**src/rtl/core/bptc_pkg.sv**
```systemverilog
// ----------------------------------------------------------------------------
// bptc_pkg
// Shared types and constants for the barometric compensation pipeline.
// ----------------------------------------------------------------------------
package bptc_pkg;

    localparam int unsigned TEMP_DEPTH  = 5;
    localparam int unsigned FRONT_DEPTH = 7;
    localparam int unsigned DIV_BITS    = 64;
    localparam int unsigned DIV_DEPTH   = DIV_BITS + 2;
    localparam int unsigned BACK_DEPTH  = 6;
    localparam int unsigned PIPE_DEPTH  = TEMP_DEPTH + FRONT_DEPTH + DIV_DEPTH + BACK_DEPTH;

    localparam logic [1:0] CFG_TEMP_CAL   = 2'd0;
    localparam logic [1:0] CFG_PRESS_LOW  = 2'd1;
    localparam logic [1:0] CFG_PRESS_HIGH = 2'd2;
    localparam logic [1:0] CFG_PRESS_LAST = 2'd3;

    localparam logic signed [25:0] FINE_OFFSET  = 26'sd128000;
    localparam logic [20:0]        PRESS_FULL   = 21'd1048576;
    localparam logic [11:0]        NUM_SCALE    = 12'd3125;
    localparam logic [63:0]        DEN_BIAS     = 64'h0000_8000_0000_0000;
    localparam logic [24:0]        PRESS_MAX    = 25'h1FF_FFFF;
    localparam logic [15:0]        HPA_RECIP    = 16'd41944;

    typedef struct packed {
        logic        [15:0] t1;
        logic signed [15:0] t2;
        logic signed [15:0] t3;
        logic        [15:0] p1;
        logic signed [15:0] p2;
        logic signed [15:0] p3;
        logic signed [15:0] p4;
        logic signed [15:0] p5;
        logic signed [15:0] p6;
        logic signed [15:0] p7;
        logic signed [15:0] p8;
        logic signed [15:0] p9;
    } cal_t;

    typedef struct packed {
        logic signed [15:0] tc;
        logic signed [31:0] fine;
    } side_t;

endpackage

```
**src/rtl/core/bptc_temp.sv**
```systemverilog
// ----------------------------------------------------------------------------
// bptc_temp
// Five-stage temperature path: fine temperature and centi-degree value.
// ----------------------------------------------------------------------------
module bptc_temp (
    input  logic           clk,
    input  logic           en,
    input  bptc_pkg::cal_t cal,
    input  logic [19:0]    raw_t,
    output bptc_pkg::side_t side
);
    import bptc_pkg::*;

    logic signed [18:0] x_reg,    x_next;
    logic signed [17:0] d_reg,    d_next;
    logic signed [34:0] m1_reg,   m1_next;
    logic signed [35:0] dd_reg,   dd_next;
    logic signed [23:0] a1_reg,   a1_next;
    logic signed [36:0] m2_reg,   m2_next;
    logic signed [31:0] fine_reg, fine_next;
    side_t              side_reg, side_next;

    logic signed [34:0] sh1;
    logic signed [35:0] sh_dd;
    logic signed [20:0] e21;
    logic signed [36:0] sh2;
    logic signed [33:0] fw;
    logic signed [33:0] tw;

    always_comb
    begin
        x_next  = $signed({2'b00, raw_t[19:3]}) - $signed({2'b00, cal.t1, 1'b0});
        d_next  = $signed({2'b00, raw_t[19:4]}) - $signed({2'b00, cal.t1});
        m1_next = x_reg * cal.t2;
        dd_next = d_reg * d_reg;
        sh1     = m1_reg >>> 11;
        a1_next = $signed(sh1[23:0]);
        sh_dd   = dd_reg >>> 12;
        e21     = $signed(sh_dd[20:0]);
        m2_next = e21 * cal.t3;
        sh2     = m2_reg >>> 14;
        fine_next = $signed({{8{a1_reg[23]}}, a1_reg}) + $signed(sh2[31:0]);
        fw = $signed({{2{fine_reg[31]}}, fine_reg});
        tw = ((fw <<< 2) + fw + 34'sd128) >>> 8;
        side_next.fine = fine_reg;
        if (tw < -34'sd32768)
        begin
            side_next.tc = -16'sd32768;
        end
        else if (tw > 34'sd32767)
        begin
            side_next.tc = 16'sd32767;
        end
        else
        begin
            side_next.tc = $signed(tw[15:0]);
        end
    end

    always_ff @(posedge clk)
    begin
        if (en)
        begin
            x_reg    <= x_next;
            d_reg    <= d_next;
            m1_reg   <= m1_next;
            dd_reg   <= dd_next;
            a1_reg   <= a1_next;
            m2_reg   <= m2_next;
            fine_reg <= fine_next;
            side_reg <= side_next;
        end
    end

    assign side = side_reg;

endmodule

```
**config.mk**
```make
export PLATFORM = sky130hd
export DESIGN_NAME = bptc_temp
export DESIGN_NICKNAME = d
export VERILOG_FILES = /design/src/rtl/core/bptc_pkg.sv /design/src/rtl/core/bptc_temp.sv
export SDC_FILE = /design/constraint.sdc
export NUM_CORES = 2
export LEC_CHECK = 0
export BUFFER_PORTS_ARGS = -buffer_cell sky130_fd_sc_hd__buf_2
export CAP_MARGIN = 20
export CORE_MARGIN = 2
export CORE_UTILIZATION = 60
export CTS_BUF_LIST = sky130_fd_sc_hd__clkbuf_16
export DETAILED_ROUTE_END_ITERATION = 16
export PLACE_DENSITY = 0.8
export SETUP_SLACK_MARGIN = 0.5
export SLEW_MARGIN = 10
export SYNTH_ARGS = -nofsm -noshare
export SYNTH_HDL_FRONTEND = slang
export SYNTH_SLANG_ARGS = --single-unit
export TNS_END_PERCENT = 5
```
**constraint.sdc**
```tcl
create_clock -name clk -period 8.87 [get_ports clk]
set_clock_uncertainty 0.1 [all_clocks]
set_input_delay 1.3305 -clock clk [delete_from_list [all_inputs] [get_ports clk]]
set_output_delay 1.3305 -clock clk [all_outputs]
set_load 0.02 [all_outputs]
```
==> flow_summary.toml <==
[status]
outcome = "complete, no violations"

[timing]
rsz0062_at_grt = "no"
finalSetupViolations = 0
drv_slew = 0
tns_ns = 0
finalHoldViolCount = 0
max_freq_mhz = 132
worstMarginPinSlew_ns = 1.03
timing.final.crit_share = 0.853
period_minus_slack_ns = 7.56
max_slew_margin = 0.296

[clocking]
cts_max_path_buffers = 2
cts_setup_buffers = 0
numCtsBuffers = 17
clock_latency_ns = 0.49
ctsResizeCount = 0
path_clk_slew_ns = 0.10
ctsHoldBuffers = 0
cts_tree = "yes"
cts-htree-levels = 4
clock_sinks = 174
cts_root_buf = "clkbuf_16"

[drt]
dr.pass1.iters = 8
ant_nets = 0
wl_per_cell_um = 17.4
detail_route.vias_per_cell = 5.41
first_iter_violations = 1414
drt_wl_total_um = 84900
drc = 0
vias = 26400

[die]
die_w_um = 260
io_pins = 262
die_y_um = 260
std_cell_rows = 93
start_util = 0.608
dieArea_um2 = 67600
core_region_area_um2 = 64700

[synthesis]
async_reset_ff_frac = 0
synth_cell_types = 61
synth_warnings = 0
synth-seq-area-share = 0.133
mappedNetlistArea_um2 = 39300
synth.area.top_cells = "fa_1 (45%), edfxtp_1 (13%), ha_1 (11%)"
ys.flop_type = "edfxtp_1"
synth_top_area_cell = "fa_1"
synth.most_common_cell = "inv_1"
ys_ff_latch = 174
synth-edff-count = 174
synth_top_area_share = 0.451
synthCells = 3984
yosys-top-cells-count = "inv_1 (1068), fa_1 (887), nand2_1 (469)"
syn_avg_cell_area_um2 = 9.88
syn-num-nets = 5421

[setup_path]
critPathCaptureType = "flop"
worstSetupPathType = "in2reg"
timing.rr.start = "x_reg[8]$_DFFE_PP_"
cp.arrival_ns = 7.71
cp_max_fo = 21
cp-endpoint = "m2_reg[36]$_DFFE_PP_"
r2r_slack_ns = 1.41
start_kind = "primary input"
cp_data_required_time_ns = 9.02
r2r-end = "dd_reg[27]$_DFFE_PP_"
crit_start = "cal[145]"
worstRegToRegCells = 23

[placement]
place.port_buffers = 114
hpwl_um = 68600
gp_congestion = 0.883

[run]
max_cap_viol_count = 0

[final_layout]
finalNetCount = 5446
largest_reg_flops = 41
multi_input_area_um2 = 29500
drive_above_1_share = 0.0477
fillers = 5134
syn_to_final_growth_pct = 4.97
final-seq-area_um2 = 5230

[grt]
grt-ovfl-total = 0
grt_pass1_vias = 29100
grt_max_degree = 93
grt.total_usage = 0.267
grt_pass1_wl_um = 142000
antenna_found_initial = 4

[min_path]
min_path_type = "reg2reg"
## cells by family (layout without fill, tap and decap cells)
logic type      after synthesis  count (layout)  synth area share
mux                           1               1          0.000254
xor+xnor                    137             137            0.0305
fa+ha+maj                  1223            1223             0.558
buf+inv                    1209            1247             0.116
other cells                   0               1                 0
compound gates              259             259            0.0441
flops                       174             174             0.133
simple gates                981             981             0.118
## metal layers
layer | vias to the layer above | share of wire | track usage
li1 | 11800 | - | -
met1 | 13400 | 0.39 | 0.342
met2 | 958 | 0.51 | 0.465
met3 | 200 | 0.068 | 0.0353
met4 | 2 | 0.036 | 0.102
met5 | - | 0.00013 | 0
## critical path, cell delays in order
cell	delay (ns)
buf_2	0.44
nand2_1	0.16
fa_1	0.58
inv_1	0.06
fa_1	0.51
fa_1	0.53
inv_1	0.06
fa_1	0.53
inv_1	0.06
fa_1	0.50
fa_1	0.41
ha_1	0.32
a211oi_1	0.42
nand2_1	0.10
o2111ai_1	0.16
a211oi_1	0.09
buf_4	0.19
o2111ai_1	0.28
a31oi_1	0.21
a221o_1	0.37
o21a_1	0.19
nor2_1	0.11
xnor2_1	0.08
## layout by cell type, fill, tap and decap left out, types with 17 or more instances in the layout
| master | synthesis | layout |
|---|---|---|
| ha_1 | 336 | 336 |
| o21a_1 | 26 | 26 |
| buf_2 | 0 | 113 |
| edfxtp_1 | 174 | 174 |
| nand2b_1 | 26 | 26 |
| fa_1 | 887 | 887 |
| a21o_1 | 40 | 40 |
| inv_1 | 1068 | 1068 |
| xor2_1 | 37 | 37 |
| nand2_1 | 469 | 469 |
| and2_1 | 288 | 288 |
| nor2_1 | 119 | 119 |
| buf_4 | 8 | 32 |
| xnor2_1 | 100 | 100 |
| o21ai_0 | 43 | 43 |
| nor3_1 | 22 | 22 |
| clkbuf_16 | 0 | 17 |
| a21oi_1 | 71 | 71 |
## area by class of cell
class / count / area share
antenna: 1 / 0.0000606
multi-input combinational: 2601 / 0.715
sequential: 174 / 0.126
tap: 855 / 0.0259
clock inverter: 15 / 0.00494
clock buffer: 17 / 0.0103
inverter: 1069 / 0.0971
timing repair buffer: 146 / 0.0198
## per-stage QoR
step | setup WS, ns | hold WS, ns | utilization | instance area (um2) | std cells
final | 1.31 | 0.321 | 0.638 | 41300 | 4878
after global routing | 0.955 | 0.325 | 0.638 | 41300 | 4877
after CTS | 1.38 | 0.322 | 0.638 | 41300 | 4877
after detailed placement | 0.865 | 0.305 | 0.629 | 40700 | 4845
after global placement | 0.974 | 0.303 | 0.629 | 40700 | 4845
after floorplan | 1.51 | 0.300 | - | 39300 | 3984
## worst min-delay path by stage
stage,from,to,slack [ns],cells past startpoint
after detailed placement,m1_reg[26]$_DFFE_PP_,a1_reg[15]$_DFFE_PP_,0.30,0
after global placement,m1_reg[16]$_DFFE_PP_,a1_reg[5]$_DFFE_PP_,0.30,0
after floorplan,m1_reg[11]$_DFFE_PP_,a1_reg[0]$_DFFE_PP_,0.30,0
final,m1_reg[26]$_DFFE_PP_,a1_reg[15]$_DFFE_PP_,0.32,0
after CTS,m1_reg[18]$_DFFE_PP_,a1_reg[7]$_DFFE_PP_,0.32,0
after global routing,m1_reg[16]$_DFFE_PP_,a1_reg[5]$_DFFE_PP_,0.32,0
Power is left out: the tool's default activity adds up to more than one toggle a clock period on the data nets, which glitch-free logic cannot reach.
